File: src/rtl/mep_pkg.sv
// Shared types, constants and palette for the Mandelbrot escape-time pixel core.
`default_nettype none
package mep_pkg;

  localparam int unsigned FracBits    = 28;
  localparam int unsigned CoordW      = 36;
  localparam int unsigned PointW      = 48;
  localparam int unsigned IterW       = 16;
  localparam int unsigned IndexW      = 10;
  localparam int unsigned CfgIdxW     = 3;
  localparam int unsigned DefMaxCols  = 1024;
  localparam int unsigned DefMaxRows  = 1024;

  localparam logic [CoordW-1:0] XOriginRst = 36'hFE0000000;
  localparam logic [CoordW-1:0] YOriginRst = 36'hFE8000000;
  localparam logic [CoordW-1:0] StepRst    = 36'd786432;
  localparam logic [IterW-1:0]  LimitRst   = 16'd256;

  typedef enum logic [CfgIdxW-1:0] {
    CFG_X_ORIGIN = 3'd0,
    CFG_Y_ORIGIN = 3'd1,
    CFG_X_STEP   = 3'd2,
    CFG_Y_STEP   = 3'd3,
    CFG_MAX_ITER = 3'd4
  } cfg_idx_e;

  typedef struct packed {
    logic [IndexW-1:0] column;
    logic [IndexW-1:0] row;
  } pix_in_t;

  typedef struct packed {
    logic [IterW-1:0] iterations;
    logic             escaped;
    logic [7:0]       red;
    logic [7:0]       green;
    logic [7:0]       blue;
  } pix_out_t;

  typedef struct packed {
    logic signed [PointW-1:0] cre;
    logic signed [PointW-1:0] cim;
  } point_t;

  typedef struct packed {
    logic [7:0] r;
    logic [7:0] g;
    logic [7:0] b;
  } rgb_t;

  typedef enum logic [2:0] {
    ST_IDLE,
    ST_MUL,
    ST_UPD,
    ST_DIV,
    ST_DONE
  } back_st_e;

  function automatic rgb_t palette(input logic [2:0] idx);
    rgb_t c;
    case (idx)
      3'd0:    c = '{r: 8'd0,   g: 8'd7,   b: 8'd100};
      3'd1:    c = '{r: 8'd32,  g: 8'd107, b: 8'd203};
      3'd2:    c = '{r: 8'd237, g: 8'd255, b: 8'd255};
      3'd3:    c = '{r: 8'd255, g: 8'd170, b: 8'd0};
      default: c = '{r: 8'd0,   g: 8'd2,   b: 8'd0};
    endcase
    return c;
  endfunction

  function automatic logic [7:0] blend(input logic [7:0] a, input logic [7:0] b,
                                       input logic [7:0] w);
    logic [17:0] s;
    s = 18'(9'd256 - {1'b0, w}) * 18'(a) + 18'(w) * 18'(b);
    return s[15:8];
  endfunction

endpackage
`default_nettype wire

File: src/rtl/mep_queue.sv
// Two-entry queue of points between the front end and the iteration engine.
`default_nettype none
module mep_queue (
  input  wire logic            clk_i,
  input  wire logic            rst_ni,
  input  wire logic            wr_i,
  input  wire mep_pkg::point_t wr_data_i,
  output logic                 full_o,
  input  wire logic            rd_i,
  output mep_pkg::point_t      rd_data_o,
  output logic                 empty_o
);

  mep_pkg::point_t mem_q [2];
  logic            wp_q, wp_d, rp_q, rp_d;
  logic [1:0]      cnt_q, cnt_d;
  logic            do_wr, do_rd;

  assign full_o    = cnt_q == 2'd2;
  assign empty_o   = cnt_q == 2'd0;
  assign do_wr     = wr_i && !full_o;
  assign do_rd     = rd_i && !empty_o;
  assign rd_data_o = mem_q[rp_q];
  assign wp_d      = do_wr ? !wp_q : wp_q;
  assign rp_d      = do_rd ? !rp_q : rp_q;
  assign cnt_d     = cnt_q + 2'(do_wr) - 2'(do_rd);

  always_ff @(posedge clk_i or negedge rst_ni) begin
    if (!rst_ni) begin
      wp_q  <= 1'b0;
      rp_q  <= 1'b0;
      cnt_q <= 2'd0;
    end else begin
      wp_q  <= wp_d;
      rp_q  <= rp_d;
      cnt_q <= cnt_d;
    end
  end

  always_ff @(posedge clk_i) begin
    if (do_wr) begin
      mem_q[wp_q] <= wr_data_i;
    end
  end

endmodule
`default_nettype wire

File: config.mk
export PLATFORM = sky130hd
export DESIGN_NAME = mep_queue
export DESIGN_NICKNAME = d
export VERILOG_FILES = /design/src/rtl/mep_pkg.sv /design/src/rtl/mep_queue.sv
export SDC_FILE = /design/constraint.sdc
export NUM_CORES = 1
export LEC_CHECK = 0
export BUFFER_PORTS_ARGS = -buffer_cell sky130_fd_sc_hd__buf_2
export CAP_MARGIN = 10
export CORE_MARGIN = 2
export CORE_UTILIZATION = 45
export CTS_BUF_LIST = sky130_fd_sc_hd__clkbuf_4 sky130_fd_sc_hd__clkbuf_8
export DETAILED_ROUTE_END_ITERATION = 10
export GPL_TIMING_DRIVEN = 1
export PLACE_DENSITY_LB_ADDON = 0.08
export SETUP_SLACK_MARGIN = 0.5
export SYNTH_ARGS = -nofsm -noshare
export SYNTH_HDL_FRONTEND = slang
export SYNTH_SLANG_ARGS = --single-unit
File: constraint.sdc
create_clock -name clk_i -period 8.7 [get_ports clk_i]
set_input_delay 0.435 -clock clk_i [delete_from_list [all_inputs] [get_ports clk_i]]
set_output_delay 0.435 -clock clk_i [all_outputs]
set_load 0.1 [all_outputs]
==> key figures <==
Timing
  • Final hold violations: 0
  • Setup TNS: 0 ps
  • Min Hold Slack: 165 ps
  • Peak Freq: 0.303 GHz
  • Minimum clock period: roughly 3300 ps
  • Final Max Slew Viols: 0
  • Worst-Margin Slew: 1060 ps
  • Max_slew headroom: 29.4%
  • Setup-failing EPs final: 0
  • Setup WS post-layout: 5400 ps
  • RSZ-0062 raised after global routing: no
  • Final period util: about 38%
  • Fin Clk Skew: between 10 and 15 ps

Yosys
  • Syn Nets: 419
  • Syn Inst Count: 317
  • Synth cell types: 15
  • Syn Std Cell Area: just over 7000 um^2
  • Syn Area/Cell: 22.8 um^2
  • Sequential area share after synthesis: 81.0%
  • Flops & latches, synth: just under 200
  • Synthesis Warnings: 0

Clock tree
  • Num Clock Sinks: 196
  • Post-CTS Setup Bufs: 0
  • CTS tree: yes
  • Root Buffer: clkbuf_8
  • CTS max path bufs: 2
  • Clk Latency, worst-skew pair: 450 ps
  • H-tree levels: 4
  • Worst-path clk slew: about 100 ps
  • Post_cts resized: 0
  • TritonCTS buffer count: 17

Critical path
  • Reg2reg setup slack: 6400 ps
  • Worst r2r path cells: 3
  • Req. time, crit path: 8270 ps
  • Crit path max fanout: 67
  • Crit. End Element: output pin
  • CP arrival: 2860 ps
  • WS Path Type: reg -> out
  • CP Launch Type: flop

GRT
  • First-pass GRT wire length: 18000 um
  • Grt ovf: 0
  • Initial antenna violation count: 1
  • Largest net degree at the start of global routing: 68
  • Vias in the first global route: 3608
  • Total GRT Usage: 14.5%

Routing
  • TritonRoute pass-1 iters: 4
  • DR WL/cell: 16.8 um
  • Met3 Wirelength: between 1000 and 1500 um
  • Vias: 3524
  • First-iteration detailed-routing DRC count: 214
  • DRC Markers: 0
  • DR WL met2: 6400 um
  • Detail Route Antenna Nets: 0
  • M1 WL: between 4000 and 5000 um
  • DR vias/cell: 4.66
  • Final WL: 12700 um
  • Highest layer used for signal routing: met4

Die
  • Die H: 131 um
  • FP Rows: 46
  • Initial core utilization: 45.8%
  • Core ar.: between 15000 and 20000 um^2
  • Full die area: approximately 17000 um^2
  • Die span in x: 131 um
  • Num ports: 198

Placed design
  • Post-DP HPWL: 8370 um
  • Placed instance area: 8460 um^2
  • Port Buffers: 197
  • Gp weighted congestion: about 0.71
  • Dpl ws: 5830 ps

Cells and area
  • Register area: 5870 um^2
  • Area delta synth->final: 22.3%
  • Post-route cell area: around 8900 um^2
  • Area of the multi-input gates: 1300 um^2
  • Layout cells sized above 1: 61.3%
  • Filler Cell Count: 1306
  • # nets final: 629

Hold path
  • Hold Path Cell Cnt: 1
  • Hold crit path type: in -> reg

Run
  • Max-Cap Viols: 0

Run status
  • Status: finished clean
[synthesized netlist by cell type (all sizes together)]
master,n,share of area (%)
mux2,96,16
buf,11,1.2
and3,1,0.086
ha,2,0.35
nor2,2,0.10
xor2,1,0.12
nand2b,1,0.086
inv,2,0.10
nor2b,1,0.086
edfxtp,192,80
dfrtp,4,1.4
xnor2,3,0.36
nand2,1,0.052
[critical path, cell delays in order, from the launching register on]
cell and delay [ps]:
dfrtp_4 710, buf_4 850, mux2_2 330, buf_2 430
[sequential cells by signal, indices dropped and copies added (netlist names)]
| register | cells |
|---|---|
| cnt_q | 2 |
| mem_q | 192 |
| rp_q | 1 |
| wp_q | 1 |
[worst paths after layout]
kind                                          end          startpoint
setup / recovery                    rd_data_o[11]    rp_q$_DFFE_PN0P_
hold / removal             mem_q[0][82]$_DFFE_PP_       wr_data_i[82]
setup reg to reg           mem_q[1][22]$_DFFE_PP_  cnt_q[1]$_DFF_PN0_
hold reg to reg                cnt_q[1]$_DFF_PN0_  cnt_q[1]$_DFF_PN0_
max in group asynchronous        rp_q$_DFFE_PN0P_              rst_ni
min in group asynchronous      cnt_q[1]$_DFF_PN0_              rst_ni
[layer usage]
metal	track usage, %	vias up
li1	-	1675
met1	15.7	1700
met2	24.4	133
met3	6.51	16
met4	7.01	0
met5	0	-
[through the flow]
stage,util [%],instances
floorplan,-,317
global placement,53.4,723
detailed placement,53.4,723
CTS,55.9,756
global route,55.9,756
finish,56.0,757
[cells by family after synthesis]
logic type,count (synthesis),synth area share [%]
simple gates,6,0.415
xor+xnor,4,0.484
flops,196,81.0
fa+ha+maj,2,0.345
buf+inv,13,1.30
mux,96,16.5
[cell type report]
type	instances	area share (%)
Inverter	2	0.0848
Antenna cell	1	0.0283
Timing Repair Buffer	202	11.6
Sequential cell	196	66.3
Multi-Input combinational cell	108	14.6
Tap cell	216	3.05
Clock inverter	13	1.53
Clock buffer	19	2.81
[cells in the final DEF, fill, tap and decap left out, drive strengths merged, types with 2 or more instances in the layout]
cell	n
mux2	96
edfxtp	192
clkbuf	19
inv	3
ha	2
xnor2	3
dfrtp	4
buf	201
clkinvlp	4
clkinv	6
nor2	2
bufinv	2
[what timing repair did]
item	CTS	global route
endpoints found under the hold margin	4	0
endpoints found under the setup margin	0	0
hold buffers	1	0
Power is left out: the tool's default activity adds up to more than one toggle a clock period on the data nets, which glitch-free logic cannot reach.
