==> config.mk <==
export PLATFORM = sky130hd
export DESIGN_NAME = mep_front
export DESIGN_NICKNAME = d
export VERILOG_FILES = /design/src/rtl/mep_pkg.sv /design/src/rtl/mep_front.sv
export SDC_FILE = /design/constraint.sdc
export NUM_CORES = 2
export LEC_CHECK = 0
export BUFFER_PORTS_ARGS = -buffer_cell sky130_fd_sc_hd__clkbuf_2
export CORE_ASPECT_RATIO = 1.2
export CORE_UTILIZATION = 40
export DETAILED_ROUTE_END_ITERATION = 6
export MAX_ROUTING_LAYER = met4
export PLACE_DENSITY = 0.65
export SLEW_MARGIN = 20
export SYNTH_ARGS = -nofsm -noshare
export SYNTH_HDL_FRONTEND = slang
export SYNTH_SLANG_ARGS = --single-unit
==> constraint.sdc <==
create_clock -name clk_i -period 10.7 [get_ports clk_i]
set_input_delay 0 -clock clk_i [delete_from_list [all_inputs] [get_ports clk_i]]
set_output_delay 0 -clock clk_i [all_outputs]
set_load 0.1 [all_outputs]
==> src/rtl/mep_pkg.sv <==
// Shared types, constants and palette for the Mandelbrot escape-time pixel core.
`default_nettype none
package mep_pkg;

  localparam int unsigned FracBits    = 28;
  localparam int unsigned CoordW      = 36;
  localparam int unsigned PointW      = 48;
  localparam int unsigned IterW       = 16;
  localparam int unsigned IndexW      = 10;
  localparam int unsigned CfgIdxW     = 3;
  localparam int unsigned DefMaxCols  = 1024;
  localparam int unsigned DefMaxRows  = 1024;

  localparam logic [CoordW-1:0] XOriginRst = 36'hFE0000000;
  localparam logic [CoordW-1:0] YOriginRst = 36'hFE8000000;
  localparam logic [CoordW-1:0] StepRst    = 36'd786432;
  localparam logic [IterW-1:0]  LimitRst   = 16'd256;

  typedef enum logic [CfgIdxW-1:0] {
    CFG_X_ORIGIN = 3'd0,
    CFG_Y_ORIGIN = 3'd1,
    CFG_X_STEP   = 3'd2,
    CFG_Y_STEP   = 3'd3,
    CFG_MAX_ITER = 3'd4
  } cfg_idx_e;

  typedef struct packed {
    logic [IndexW-1:0] column;
    logic [IndexW-1:0] row;
  } pix_in_t;

  typedef struct packed {
    logic [IterW-1:0] iterations;
    logic             escaped;
    logic [7:0]       red;
    logic [7:0]       green;
    logic [7:0]       blue;
  } pix_out_t;

  typedef struct packed {
    logic signed [PointW-1:0] cre;
    logic signed [PointW-1:0] cim;
  } point_t;

  typedef struct packed {
    logic [7:0] r;
    logic [7:0] g;
    logic [7:0] b;
  } rgb_t;

  typedef enum logic [2:0] {
    ST_IDLE,
    ST_MUL,
    ST_UPD,
    ST_DIV,
    ST_DONE
  } back_st_e;

  function automatic rgb_t palette(input logic [2:0] idx);
    rgb_t c;
    case (idx)
      3'd0:    c = '{r: 8'd0,   g: 8'd7,   b: 8'd100};
      3'd1:    c = '{r: 8'd32,  g: 8'd107, b: 8'd203};
      3'd2:    c = '{r: 8'd237, g: 8'd255, b: 8'd255};
      3'd3:    c = '{r: 8'd255, g: 8'd170, b: 8'd0};
      default: c = '{r: 8'd0,   g: 8'd2,   b: 8'd0};
    endcase
    return c;
  endfunction

  function automatic logic [7:0] blend(input logic [7:0] a, input logic [7:0] b,
                                       input logic [7:0] w);
    logic [17:0] s;
    s = 18'(9'd256 - {1'b0, w}) * 18'(a) + 18'(w) * 18'(b);
    return s[15:8];
  endfunction

endpackage
`default_nettype wire

==> src/rtl/mep_front.sv <==
// Front end: accepts pixel indexes, clamps them and forms the point c.
`default_nettype none
module mep_front #(
  parameter int unsigned MaxColumns = mep_pkg::DefMaxCols,
  parameter int unsigned MaxRows    = mep_pkg::DefMaxRows
) (
  input  wire logic                          clk_i,
  input  wire logic                          rst_ni,
  input  wire logic                          push_i,
  input  wire mep_pkg::pix_in_t              in_data_i,
  output logic                               full_o,
  input  wire logic [mep_pkg::CoordW-1:0]    x_origin_i,
  input  wire logic [mep_pkg::CoordW-1:0]    y_origin_i,
  input  wire logic [mep_pkg::CoordW-1:0]    x_step_i,
  input  wire logic [mep_pkg::CoordW-1:0]    y_step_i,
  output logic                               wr_o,
  output mep_pkg::point_t                    wr_data_o,
  input  wire logic                          wr_full_i
);

  logic                           valid_q, valid_d;
  logic [mep_pkg::IndexW-1:0]     col_q, row_q;
  logic [mep_pkg::IndexW-1:0]     col_c, row_c;
  logic signed [46:0]             xprod, yprod;
  logic                           accept;

  assign full_o = valid_q && wr_full_i;
  assign accept = push_i && !full_o;
  assign wr_o   = valid_q && !wr_full_i;
  assign valid_d = accept || (valid_q && wr_full_i);

  assign col_c = ({7'd0, in_data_i.column} >= 17'(MaxColumns)) ?
                 mep_pkg::IndexW'(MaxColumns - 1) : in_data_i.column;
  assign row_c = ({7'd0, in_data_i.row} >= 17'(MaxRows)) ?
                 mep_pkg::IndexW'(MaxRows - 1) : in_data_i.row;

  assign xprod = $signed({1'b0, col_q}) * $signed(x_step_i);
  assign yprod = $signed({1'b0, row_q}) * $signed(y_step_i);
  assign wr_data_o.cre = $signed({{12{x_origin_i[35]}}, x_origin_i}) +
                         $signed({xprod[46], xprod});
  assign wr_data_o.cim = $signed({{12{y_origin_i[35]}}, y_origin_i}) +
                         $signed({yprod[46], yprod});

  always_ff @(posedge clk_i or negedge rst_ni) begin
    if (!rst_ni) begin
      valid_q <= 1'b0;
    end else begin
      valid_q <= valid_d;
    end
  end

  always_ff @(posedge clk_i) begin
    if (accept) begin
      col_q <= col_c;
      row_q <= row_c;
    end
  end

endmodule
`default_nettype wire

==> results by group <==
Outcome
  • Status: finished clean

Critical path
  • CP max FO: 20
  • Crit-path leading delay family: adder cells
  • CP Launch Point: col_q[5]
  • Worst path buffer plus inverter count: 6
  • Startpoint types: register
  • Largest stage delay, worst path: 680 ps
  • Critical R2R Launch: valid_q
  • Worst reg2reg path depth: 3
  • Most used cell, CP: fa_1
  • Instance count on the critical path: 21
  • Slowest cell on crit path: edfxtp_1
  • Worst Setup EP: wr_data_o[79]
  • Critical path class: reg -> out
  • Reg2Reg Setup Slack: 9350 ps
  • Critical Path RT: 10700 ps
  • CP Capture Type: primary output
  • Worst r2r dst: row_q[0]
  • Critical Path AT: 7210 ps
  • Crit path cell chain: buf_4, and2_1, fa_1, inv_1, fa_1, inv_1, fa_1, fa_1, inv_1, fa_1, inv_1, ha_1, o21ai_0, a211o_1, a21oi_1, o21ai_1, a21oi_2, a21boi_0, o21ai_0, xor2_1, clkbuf_2

Place
  • IO buf count: 265
  • Post-DP HPWL: 62400 um
  • Gp weighted congestion: 0.960

Synthesis
  • Top-area cell type share of the netlist area: 0.491
  • Distinct cells, synth: 71
  • Synthesis Warnings: 0
  • Synth Net Count: 4375
  • Synth Register Bits: 21
  • Gate Count Post-Synth: 3313
  • Area contributors post-synth: fa_1 49%, inv_1 12%, ha_1 9.2%
  • Ys async rst share: 0.0476
  • Ys flop type: edfxtp_1
  • Seq/Total Area, Yosys: 0.0223
  • Synth cell count leaders: 924 x inv_1, 688 x fa_1, 607 x nand2_1
  • Mean post-synth cell area: 8.46 um^2
  • Cell taking the most area after synthesis: fa_1
  • Number of synthesized flops with an enable pin: 20
  • Most common cell in the netlist: inv_1
  • Post-Synthesis Cell Area: 28000 um^2

Timing
  • Endpoints failing setup: 0
  • Worst-Margin Slew: 905 ps
  • Final period util: 0.674
  • Clock Skew: 8.11 ps
  • RSZ-0062 raised after global routing: no
  • Tmin final: 7210 ps
  • Slew HR: 0.396
  • Setup TNS: 0 ps
  • Hold Vio Cnt, Final: 0
  • Maximum clock frequency: 139 MHz
  • Slew Viols, Final: 0

GRT
  • GRT busiest layer: met2
  • Initial antenna violation count: 6
  • GR Overflow Total: 0
  • Largest net degree at the start of global routing: 37
  • First-pass GRT wire length: 123000 um
  • Vias in the first global route: 23900
  • M1 GR Usage: 0.279
  • Total GRT Usage: 0.224
  • Met3 Use GR: 0.0224
  • Met2 GRT Util: 0.387

Hold path
  • Hold WC Path Type: in -> reg
  • WHS Path Cells: 3

Floorplan
  • Die extent in x: 244 um
  • Core Rows: 105
  • Initial Utilization: 0.407
  • Die Y: 292 um
  • Core ar.: 68800 um^2
  • Die footprint: 71100 um^2
  • I/O pins: 266

Drt
  • 1st-pass router iterations: 6
  • Via count: 21600
  • Post-route DRC violation count: 0
  • 1st-iter DRT viols: 1132
  • Final ANT Viol Nets: 0
  • Final wirelength: 73700 um
  • WL/cell: 16.9 um
  • Vias/cell: 4.94

Finish
  • Layout cell share with drive strength beyond 1: 0.0919
  • Final net count: 4513
  • Syn-to-layout area delta: 8.14%

Clock network
  • Post-CTS setup buffer count: 0
  • H-tree Lvls: 1
  • Clock sinks: 21
  • Clk buf depth: 2
  • CTS Root Cell: clkbuf_16
  • CTS clk-pin slew, worst paths: 80 ps
  • Clock Latency Late Sink: 290 ps
  • CTS buffer count: 3
  • CTS tree: done

Flow run
  • Maxcap violations: 0
[repair_timing]
action	CTS	global route
endpoints found under the hold margin	22	0
resized for setup	0	0
hold buffers	23	0
[cells in the final DEF (no fill, tap or decap), types with 35 or more instances in the layout]
cell,n
inv_1,924
fa_1,688
nand2_1,607
clkbuf_2,265
ha_1,206
and2_1,195
a21oi_1,92
xnor2_1,58
a21o_1,49
o21ai_0,44
xor2_1,35
[metal layers]
metal | wire, um | up-vias
met5 | 0 | -
met4 | 2230 | 0
met3 | 3760 | 112
met2 | 37000 | 615
met1 | 30700 | 11000
li1 | - | 9837
[registers in the layout, summed over array words and instances (netlist names)]
register,cells
row_q,10
valid_q,1
col_q,10
[worst reg2reg max path, cell delays in order (launching register included)]
cell and delay [ps]:
dfrtp_1 380, and2_1 170, nor2b_2 110, buf_4 340
[area by class of cell]
| class | count | area [um^2] |
|---|---|---|
| Fill cell | 6932 | 38500 |
| Clock inverter | 1 | 7.51 |
| Inverter | 924 | 3470 |
| Timing Repair Buffer | 309 | 1720 |
| Multi-Input combinational cell | 2192 | 23300 |
| Tap cell | 909 | 1140 |
| Sequential cell | 21 | 626 |
| Antenna cell | 7 | 17.5 |
| Clock buffer | 3 | 75.1 |
[cell families after synthesis]
| family | Yosys count | synth area share |
|---|---|---|
| and+or+nand+nor | 916 | 0.147 |
| buffers and inverters | 1100 | 0.148 |
| AOI/OAI and AO/OA | 285 | 0.0688 |
| adders and majority gates | 894 | 0.583 |
| xor gates and xnor gates | 93 | 0.0291 |
| DFF | 21 | 0.0223 |
| muxes | 4 | 0.00147 |
[stage by stage]
step	cells	util	setup WS, ps	hold WS (ps)	instance area, um^2
after global routing	4365	0.440	3140	140	30300
after floorplan	3313	-	3240	-296	28000
after detailed placement	4331	0.435	3810	-224	30000
after global placement	4331	0.435	3870	-224	30000
after CTS	4358	0.440	3470	112	30300
final	4366	0.440	3490	136	30300
[worst min path at each step]
stage	start	end	slack, ps
floorplan	rst_ni	valid_q	-300
global placement	rst_ni	valid_q	-220
detailed placement	rst_ni	valid_q	-220
CTS	wr_full_i	valid_q	110
global route	wr_full_i	valid_q	140
finish	wr_full_i	valid_q	140
Power is not shown: default switching activity piles up to over one toggle a cycle in this logic, so the estimate is an artifact.
